$ cat config.mk
export PLATFORM = sky130hd
export DESIGN_NAME = c8080x_ctrl
export DESIGN_NICKNAME = d
export VERILOG_FILES = /design/src/hdl/c8080x_pkg.sv /design/src/hdl/c8080x_ctrl.sv
export SDC_FILE = /design/constraint.sdc
export NUM_CORES = 1
export LEC_CHECK = 0
export BUFFER_PORTS_ARGS = -buffer_cell sky130_fd_sc_hd__buf_4
export CAP_MARGIN = 20
export CORE_AREA = 2 2 39 41
export CTS_CLUSTER_SIZE = 16
export DETAILED_ROUTE_END_ITERATION = 10
export DIE_AREA = 0 0 41 43
export REMOVE_ABC_BUFFERS = 1
export SETUP_SLACK_MARGIN = 0.15
export SLEW_MARGIN = 20
export SYNTH_ARGS = -nofsm -noshare
export SYNTH_HDL_FRONTEND = slang
export SYNTH_SLANG_ARGS = --single-unit
$ cat constraint.sdc
create_clock -name clock -period 2.2 [get_ports clock]
set_input_delay 0.11 -clock clock [delete_from_list [all_inputs] [get_ports clock]]
set_output_delay 0.11 -clock clock [all_outputs]
set_load 0.03 [all_outputs]
$ cat src/hdl/c8080x_pkg.sv
// Package for the 8080 subset execute block: opcodes, flag layout, controller states.
// No dependencies.
`timescale 1ns / 1ps
package c8080x_pkg;

   localparam logic [7:0] OP_NOP     = 8'h00;
   localparam logic [7:0] OP_LXI_B   = 8'h01;
   localparam logic [7:0] OP_DCR_B   = 8'h05;
   localparam logic [7:0] OP_MVI_B   = 8'h06;
   localparam logic [7:0] OP_DAD_B   = 8'h09;
   localparam logic [7:0] OP_DCR_C   = 8'h0D;
   localparam logic [7:0] OP_MVI_C   = 8'h0E;
   localparam logic [7:0] OP_RRC     = 8'h0F;
   localparam logic [7:0] OP_LXI_D   = 8'h11;
   localparam logic [7:0] OP_INX_D   = 8'h13;
   localparam logic [7:0] OP_DAD_D   = 8'h19;
   localparam logic [7:0] OP_LDAX_D  = 8'h1A;
   localparam logic [7:0] OP_MOV_AD  = 8'h7A;
   localparam logic [7:0] OP_CALL    = 8'hCD;
   localparam logic [7:0] OP_POP_D   = 8'hD1;
   localparam logic [7:0] OP_OUT     = 8'hD3;
   localparam logic [7:0] OP_PUSH_D  = 8'hD5;
   localparam logic [7:0] OP_POP_H   = 8'hE1;
   localparam logic [7:0] OP_PUSH_H  = 8'hE5;
   localparam logic [7:0] OP_ANI     = 8'hE6;
   localparam logic [7:0] OP_XCHG    = 8'hEB;
   localparam logic [7:0] OP_POP_PSW = 8'hF1;
   localparam logic [7:0] OP_PUSH_PSW= 8'hF5;
   localparam logic [7:0] OP_EI      = 8'hFB;
   localparam logic [7:0] OP_CPI     = 8'hFE;

   localparam logic KIND_EXEC = 1'b0;
   localparam logic KIND_LOAD = 1'b1;

   // flag register bit positions
   localparam int F_C  = 0;
   localparam int F_P  = 1;
   localparam int F_AC = 2;
   localparam int F_Z  = 3;
   localparam int F_S  = 4;

   typedef enum logic [2:0] {
      ST_IDLE,
      ST_MEM1,
      ST_MEM2,
      ST_DONE,
      ST_OUT
   } ctrl_state_type;

   // memory access class of an instruction
   typedef enum logic [1:0] {
      ACC_NONE,
      ACC_PUSH,
      ACC_POP,
      ACC_LDAX
   } access_type;

   // controller to datapath
   typedef struct packed {
      logic capture;   // latch the item
      logic mem_op1;   // first memory access
      logic mem_op2;   // second memory access
      logic commit;    // update architectural state
      logic rsp_load;  // load result register
   } dp_cmd_type;

   // datapath to controller
   typedef struct packed {
      access_type access;
   } dp_status_type;

   function automatic logic even_parity(input logic [7:0] v);
      return ~(^v);
   endfunction

endpackage

$ cat src/hdl/c8080x_ctrl.sv
// Controller state machine: sequences capture, memory accesses, commit, result.
// Depends on c8080x_pkg.
`timescale 1ns / 1ps
module c8080x_ctrl (
   input  logic                      clock,
   input  logic                      reset,
   input  logic                      in_valid,
   output logic                      in_ready,
   output logic                      out_valid,
   input  logic                      out_ready,
   input  c8080x_pkg::dp_status_type status,
   output c8080x_pkg::dp_cmd_type    cmd
);
   import c8080x_pkg::*;

   ctrl_state_type state_ff, state_in;

   // advance state
   always_ff @(posedge clock) begin
      if (reset) begin
         state_ff <= ST_IDLE;
      end else begin
         state_ff <= state_in;
      end
   end

   // next state
   always_comb begin
      state_in = state_ff;
      case (state_ff)
         ST_IDLE: begin
            if (in_valid) state_in = ST_MEM1;
         end
         ST_MEM1: begin
            if (status.access == ACC_NONE) state_in = ST_DONE;
            else state_in = ST_MEM2;
         end
         ST_MEM2: state_in = ST_DONE;
         ST_DONE: state_in = ST_OUT;
         ST_OUT: begin
            if (out_ready) state_in = ST_IDLE;
         end
         default: state_in = ST_IDLE;
      endcase
   end

   // outputs
   always_comb begin
      cmd = '0;
      in_ready = 1'b0;
      out_valid = 1'b0;
      case (state_ff)
         ST_IDLE: begin
            in_ready = 1'b1;
            cmd.capture = in_valid;
         end
         ST_MEM1: cmd.mem_op1 = 1'b1;
         ST_MEM2: cmd.mem_op2 = 1'b1;
         ST_DONE: begin
            cmd.commit = 1'b1;
            cmd.rsp_load = 1'b1;
         end
         ST_OUT: out_valid = 1'b1;
         default: ;
      endcase
   end
endmodule

==> results of run 1 <==
## metal layers
metal	global-route usage (%)	share of wire [%]	up-vias
li1	-	-	94
met1	4.839	44	73
met2	5.938	43	9
met3	7.853	13	0
met4	4.000	0	0
met5	0	0	-
## stage by stage
stage / setup slack [ns] / hold slack [ns] / power, mW / cell area [um^2] / cells
3_5_place_dp: 1.173 / 0.3036 / 0.1838 / 272.8 / 44
2_1_floorplan: 0.5708 / 0.1835 / 0.1434 / 162.7 / 16
5_1_grt: 0.8399 / 0.04596 / 0.3037 / 299.0 / 48
4_1_cts: 0.9175 / 0.05671 / 0.2840 / 299.0 / 48
3_3_place_gp: 1.194 / 0.3044 / 0.1833 / 272.8 / 44
6_report: 0.9263 / 0.06127 / 0.2788 / 299.0 / 48
## synthesized netlist by cell type
| library cell | number | area (um^2) |
|---|---|---|
| and2_1 | 1 | 6.260 |
| and3b_2 | 1 | 10.01 |
| buf_2 | 1 | 5.000 |
| buf_4 | 2 | 15.01 |
| buf_6 | 1 | 11.26 |
| dfxtp_1 | 3 | 60.06 |
| nor3_1 | 3 | 15.01 |
| nor3b_1 | 3 | 22.52 |
| nor4_2 | 1 | 12.51 |
| nor4b_1 | 1 | 8.760 |
| o21ba_2 | 1 | 10.01 |
| o31a_1 | 1 | 8.760 |
| xnor2_1 | 1 | 8.760 |
## power by group
part           internal, mW  total [mW]  switching [mW]
clock                0.0680      0.0963          0.0283
combinational        0.0471       0.104          0.0568
sequential           0.0623      0.0786          0.0163
## worst paths after layout
check / cells after the start / start / endpoint / slack, ns
setup / recovery: 3 / state_ff[1] / cmd[4] / 0.93
hold / removal: 2 / reset / state_ff[0] / 0.06
setup reg to reg: 2 / state_ff[2] / state_ff[2] / 1.19
hold reg to reg: 1 / state_ff[2] / state_ff[0] / 0.57
## layout make-up
class / instances / area, um^2
flip-flops and latches: 3 / 60.06
multi-input cells: 13 / 102.6
fillers: 159 / 1085
well taps: 16 / 20.02
repair buffers: 12 / 90.09
clock buffers: 4 / 26.28
## kinds of logic after synthesis
logic type             Yosys count  synth area share [%]
AO/OA/AOI/OAI                    2                 9.678
XOR/XNOR                         1                 4.517
flip-flops                       3                 30.97
AND/OR/NAND/NOR                 10                 38.71
buffers and inverters            4                 16.12
==> out/results.tsv, run 1 <==
metric	value	unit
overflow	0	
synthToLayoutAreaGrowth	54.19	%
slew_violations	0	
grt_first_pass_wirelength	552	um
rsz0062_at_grt	false	
finalNetCount	39	
drtAntennaViolNets	0	
cp.required	2.09	ns
clockBufferDepth	2	
max_freq	0.7851	GHz
via_per_inst	3.667	
setup_viol	0	
finalWirelength	406	um
cp-start-kind	register	
hp-class	input port to register	
clkTransAtPathRegs	0.04	ns
max_cap_violations	0	
port_buffers	12	
die_y	43	um
largest_register_ffs	3	
via_count	176	
drive_above_1_share	56.25	%
cellLeakagePower	0.1277	nW
status	finished clean	
rows	14	
fp.coreArea	1384	um^2
grt_pass1_vias	132	
grt_antenna_before_repair	0	
grt_max_degree	10	
worst_pin_slew	0.2838	ns
top_regs	state_ff: 3 flops	
synth-seq-cells	3	
cts-resized-gates	0	
htreeDepth	1	
slowest_delay	0.38	ns
dieWidth	41	um
avgSynthCellArea	9.697	um^2
antennaDiodeCount	0	
skew	0.0005832	ns
critPathBufInv	1	
cts_tree	built	
insertion_delay	0.23	ns
worst-path-max-fanout	9	
path_cells	nor3_1 -> and2_1 -> buf_4	
synth_area	193.9	um^2
drt_iter0_drc	3	
cp.arrival	1.16	ns
mostFrequentLayoutCell	buf_4	
place_congestion	0.5771	
cts_root_buffer	clkbuf_4	
ys_types	13	
fin_tns_setup	0	ns
fin_crit_sh	57.90	%
route.detailed.drc	0	
ctsHoldBuffers	0	
first_pass_iters	2	
layout_common_cells	buf_4, nor3b_1, nor3_1, clkbuf_4, dfxtp_1	
yosys_warnings	0	
p_per_area	932.2	nW/um^2
start_util	14.01	%
synth_cells	20	
io_pins	13	
grt_usage	5.528	%
crit_type	register to primary output	
irDropWorstVdd	0.2300	mV
end_kind	primary output	
ys_seq_area_share	30.97	%
utilization	21.61	%
wl_per_cell	8.458	um
final_hold_viol_count	0	
clock-sinks	3	
dieArea	1763	um^2
relSlewSlack	81.05	%
regMostFlops	state_ff	
crit_slowest_cell	dfxtp_1	
numCtsBuffers	3	
cts_setup_buffers	0	
min_period	1.274	ns
cp_top_family	simple AND/OR/NAND/NOR gates	
Note: power is estimated with default switching activity, not from simulation.
==> run 2, diff against run 1 <==
- clock period: 2.2 -> 1.24 ns (I/O delays scaled with it)
==> run 2 against run 1 <==
Effect of this change:
- via count grew 14%
- final cell count grew 4.2%
- largest power group unchanged
- clock-buffer cell count is the same
- flip-flop and latch count is the same
- clock skew grew 0.00077 ns
==> out/results.tsv, run 2 (same netlist as run 1, synthesis figures left out) <==
metric	value	unit	change
crit_type	register to primary output		
cp.required	1.18	ns	-0.91 ns
layout_common_cells	buf_4, clkbuf_4, buf_6, dfxtp_4		
cp-start-kind	register		
grt_first_pass_wirelength	600	um	+8.7%
route.detailed.drc	0		unchanged
io_pins	13		unchanged
cellLeakagePower	0.1509	nW	+18%
finalWirelength	511	um	+26%
drt_iter0_drc	2		-1
cts_root_buffer	clkbuf_4		
dieArea	1763	um^2	unchanged
critPathBufInv	2		+1
p_per_area	1542	nW/um^2	+65%
synthToLayoutAreaGrowth	83.23	%	
rsz0062_at_grt	true		
grt_max_degree	10		unchanged
drtAntennaViolNets	0		unchanged
grt_pass1_vias	171		+30%
die_y	43	um	unchanged
cp.arrival	1.06	ns	-0.10 ns
overflow	0		unchanged
clockBufferDepth	2		unchanged
numCtsBuffers	3		unchanged
relSlewSlack	83.44	%	+2.4 points
insertion_delay	0.23	ns	about the same
drive_above_1_share	76.47	%	+20 points
max_freq	0.8875	GHz	
htreeDepth	1		unchanged
finalNetCount	41		+5.1%
worst-path-max-fanout	6		-3
setup_viol	0		unchanged
start_util	14.01	%	unchanged
first_pass_iters	2		unchanged
regMostFlops	state_ff		
place_congestion	0.5149		-11%
top_regs	state_ff: 3 flops		
fin_crit_sh	90.87	%	
power	0.5479	mW	+97%
path_cells	buf_4 -> nor3b_2 -> buf_4		
grt_usage	5.611	%	+0.084 points
slew_violations	0		unchanged
final_hold_viol_count	0		unchanged
min_period	1.127	ns	
max_cap_violations	0		unchanged
fin_tns_setup	0	ns	unchanged
rows	14		unchanged
mostFrequentLayoutCell	buf_4		
port_buffers	12		unchanged
dieWidth	41	um	unchanged
status	finished clean		
cp_top_family	flip-flops		
cp_common_cell	buf_4		
skew	0.001349	ns	+0.0007661 ns
antennaDiodeCount	0		unchanged
clkTransAtPathRegs	0.04	ns	about the same
via_count	200		+14%
crit_slowest_cell	dfxtp_4		
clock-sinks	3		unchanged
worst_pin_slew	0.2450	ns	-0.03878 ns
end_kind	primary output		
slowest_delay	0.38	ns	about the same
cts_tree	built		
wl_per_cell	10.22	um	+21%
via_per_inst	4.000		+9.1%
largest_register_ffs	3		unchanged
hp-class	input port to register		
grt_antenna_before_repair	0		unchanged
irDropWorstVdd	0.2965	mV	+29%
fp.coreArea	1384	um^2	unchanged
==> run 2: changes by cell type in the layout (fill, tap and decap cells not counted) <==
cell	change
dfxtp_4	+3
and2_1	-1
nor3_4	+1
nor3b_2	+1
dfxtp_1	-3
buf_6	+3
nor3_1	-1
nor3b_1	-1
buf_4	-1
and2_4	+1
==> run 2: where the power goes <==
group          internal [mW]  total, mW  switching (mW)  leakage [nW]
combinational          0.118      0.234           0.116         0.109
sequential             0.115      0.146          0.0311        0.0267
clock                  0.120      0.168          0.0477        0.0150
==> run 2: worst paths after layout <==
check / from / end / slack, ns / cells past startpoint
worst min register to register: state_ff[2] / state_ff[0] / 0.50 / 1
worst max register to register: state_ff[1] / state_ff[2] / 0.23 / 3
worst min-delay path: reset / state_ff[1] / 0.01 / 2
worst max-delay path: state_ff[1] / cmd[2] / 0.11 / 3
==> run 2: cell type report <==
cell class              count  area [um^2]
repair buffers             14        116.4
multi-input cells          13        121.4
clock buffers               4        26.28
fillers                   159         1028
well taps                  16        20.02
flip-flops and latches      3        71.32
==> run 2: per-layer routing <==
| metal | global-route usage (%) | wire length, um |
|---|---|---|
| met1 | 4.473 | 189 |
| met2 | 8.438 | 269 |
| met3 | 3.141 | 52 |
| met4 | 6.000 | 0 |
| met5 | 0 | 0 |
==> run 2: per-stage QoR <==
| stage | instance area (um^2) | utilization, % | instances | hold slack (ns) | setup WS, ns |
|---|---|---|---|---|---|
| 2_1_floorplan | 162.7 | - | 16 | 0.1355 | -0.3412 |
| 3_3_place_gp | 272.8 | 19.71 | 44 | 0.2570 | 0.2355 |
| 3_5_place_dp | 272.8 | 19.71 | 44 | 0.2615 | 0.2199 |
| 4_1_cts | 326.6 | 23.60 | 49 | 0.002950 | 0.1023 |
| 5_1_grt | 355.3 | 25.68 | 50 | 0.01713 | 0.06558 |
| 6_report | 355.3 | 25.68 | 50 | 0.01121 | 0.1132 |
==> run 2: worst reg2reg max path: cells and delay by family (launching register included) <==
kind,cells,cell delay (ns)
DFF,1,0.36
AOI/OAI and AO/OA,1,0.16
buffers and inverters,1,0.15
and+or+nand+nor,1,0.29
==> run 2: what timing repair did <==
| item | in CTS | in global routing |
|---|---|---|
| pin swaps | 2 | 2 |
| buffers inserted | 1 | 1 |
| gates resized for setup | 8 | 7 |
| hold buffers | 0 | 0 |
| setup endpoints to repair | 7 | 4 |
==> run 3, diff against run 2 <==
--- a/config.mk
+++ b/config.mk
@@ -14,3 +14,2 @@
 export REMOVE_ABC_BUFFERS = 1
-export SETUP_SLACK_MARGIN = 0.15
 export SLEW_MARGIN = 20
==> constraint.sdc (replaced) <==
create_clock -name clock -period 1.24 [get_ports clock]
set_input_delay 0.248 -clock clock [delete_from_list [all_inputs] [get_ports clock]]
set_output_delay 0.248 -clock clock [all_outputs]
set_load 0.03 [all_outputs]
==> run 3 against run 2 <==
Effect of this change:
- the run now ends with negative setup slack left
- via count is 0.50% higher
- non-clock buffer count is 1 higher
- sequential share of layout area stayed put
- worst setup slack worse by 0.18 ns
- combinational power hardly changed
- clock-buffer cell count stayed put
- design area stayed put
- largest cell class is now non-clock buffers
- clock skew is 0.00068 ns lower
- critical path type unchanged
- wire length is 10% lower
- hold slack better by 0.18 ns
==> out/results.tsv, run 3 (same netlist as run 1, synthesis figures left out) <==
metric	value	unit	change
rsz0062_at_grt	true		
drt_iter0_drc	0		-2
clkPwrFrac	31.4	%	+0.7 points
end_kind	primary output		
fin_crit_sh	105.2	%	+14 points
whs_endpoint	state_ff[0]		
drtAntennaViolNets	0		unchanged
io_pins	13		unchanged
final_hold_viol_count	0		unchanged
route.detailed.drc	0		unchanged
overflow	0		unchanged
cellLeakagePower	0.1524	nW	+0.94%
finalWirelength	460	um	-10%
worstRegToRegCells	3		unchanged
combPwrFrac	42.5	%	-0.2 points
max_freq	0.7663	GHz	-14%
power	0.5437	mW	-0.76%
regToRegSetupSlack	0.23	ns	about the same
p_per_area	1530	nW/um^2	-0.76%
hold_start	reset		
grt_first_pass_wirelength	662	um	+10%
irDropWorstVdd	0.3412	mV	+15%
fp.coreArea	1384	um^2	unchanged
antennaDiodeCount	0		unchanged
ctsHoldBuffers	0		unchanged
setup_viol	4		+4
max_cap_violations	0		unchanged
utilization	25.68	%	unchanged
wl_per_cell	9.020	um	-12%
grt_usage	6.124	%	+0.51 points
finalNetCount	42		+2.4%
r2r-end	state_ff[2]		
seq_power_share	26.1	%	-0.5 points
top_regs	state_ff: 3 flops		
slew_violations	0		unchanged
worst_pin_slew	0.2504	ns	+0.005381 ns
cp-start-kind	register		
first_pass_iters	1		-1
cts_root_buffer	clkbuf_4		
largest_register_ffs	3		unchanged
clockBufferDepth	2		unchanged
p_sw_share	35.83	%	+0.22 points
hp-class	input port to register		
worst_slack	-0.06502	ns	-0.1782 ns
via_per_inst	3.941		-1.5%
status	complete, but fails checks		
insertion_delay	0.23	ns	about the same
layout_common_cells	buf_4, nor3b_1, clkbuf_4, buf_6, dfxtp_4		
p_sw	0.1948	mW	-0.16%
cp.required	0.99	ns	-0.19 ns
dieWidth	41	um	unchanged
worstHoldPathCells	2		unchanged
r2r_start	state_ff[1]		
clock-sinks	3		unchanged
port_buffers	12		unchanged
failed_checks	negative setup slack		
grt_max_degree	10		unchanged
worst-path-max-fanout	7		+1
rows	14		unchanged
min_period	1.305	ns	+0.1782 ns
cp.arrival	1.06	ns	about the same
grt_pass1_vias	183		+7.0%
relSlewSlack	83.07	%	-0.36 points
htreeDepth	1		unchanged
skew	0.0006657	ns	-0.0006836 ns
drive_above_1_share	74.29	%	-2.2 points
nFillCells	166		+4.4%
crit_type	register to primary output		
mostFrequentLayoutCell	buf_4		
clkTransAtPathRegs	0.04	ns	about the same
numCtsBuffers	3		unchanged
place_congestion	0.5582		+8.4%
dieArea	1763	um^2	unchanged
regMostFlops	state_ff		
start_util	14.01	%	unchanged
grt_antenna_before_repair	0		unchanged
die_y	43	um	unchanged
via_count	201		+0.50%
internal_power	0.3489	mW	-1.1%
synthToLayoutAreaGrowth	83.23	%	unchanged
cts_tree	built		
## run 3: cell types whose count changed in the layout (fill, tap and decap cells not counted)
cell	delta
clkbuf_2	+1
nor3b_1	+1
nor3b_2	-1
## run 3: power by group through the flow
stage          registers [mW]  logic (mW)  clock network, mW
5_1_grt                 0.146       0.250              0.186
6_report                0.142       0.231              0.170
3_3_place_gp            0.137       0.197                  0
3_5_place_dp            0.138       0.198                  0
2_1_floorplan           0.134       0.120                  0
4_1_cts                 0.140       0.212              0.181
## run 3: cell type report
class	count	area, um^2	area share [%]
clock buffers	4	26.28	7.394
multi-input cells	13	116.4	32.75
flip-flops and latches	3	71.32	20.07
well taps	16	20.02	5.634
repair buffers	15	121.4	34.15
## run 3: metal layers
layer,vias up,track usage (%),wire [um]
li1,100,-,-
met1,92,4.823,156
met2,9,8.750,253
met3,0,4.712,49
met4,0,6.000,0
met5,-,0,0
## run 3: per-stage QoR
| step | area (um^2) | instances | TNS, ns | setup WS (ns) | hold WS (ns) |
|---|---|---|---|---|---|
| 5_1_grt | 355.3 | 51 | -0.3391 | -0.1169 | 0.1949 |
| 6_report | 355.3 | 51 | -0.08764 | -0.06502 | 0.1958 |
| 2_1_floorplan | 162.7 | 16 | -1.233 | -0.5272 | 0.3215 |
| 3_3_place_gp | 280.3 | 45 | 0 | 0.1200 | 0.4427 |
| 3_5_place_dp | 280.3 | 45 | 0 | 0.09274 | 0.4468 |
| 4_1_cts | 335.3 | 50 | -0.1671 | -0.08200 | 0.1897 |
## run 3: critical path, cell delays in order (launching register included)
cell	delay (ns)
dfxtp_4	0.36
nor3_4	0.19
and2_4	0.16
buf_6	0.12
## run 3: how the worst max path moves through the flow
stage                     cells after the start  slack (ns)     end         from
after floorplan                               2       -0.53  cmd[4]  state_ff[1]
after global placement                        3        0.12  cmd[4]  state_ff[1]
after detailed placement                      3        0.09  cmd[4]  state_ff[1]
after CTS                                     3       -0.08  cmd[4]  state_ff[1]
after global routing                          3       -0.12  cmd[4]  state_ff[2]
final                                         3       -0.07  cmd[4]  state_ff[2]
## run 3: repair_timing
item                                    CTS  global route
endpoints found under the setup margin    7             7
pin swaps                                 0             3
buffers inserted                          1             1
resized for setup                         8             4
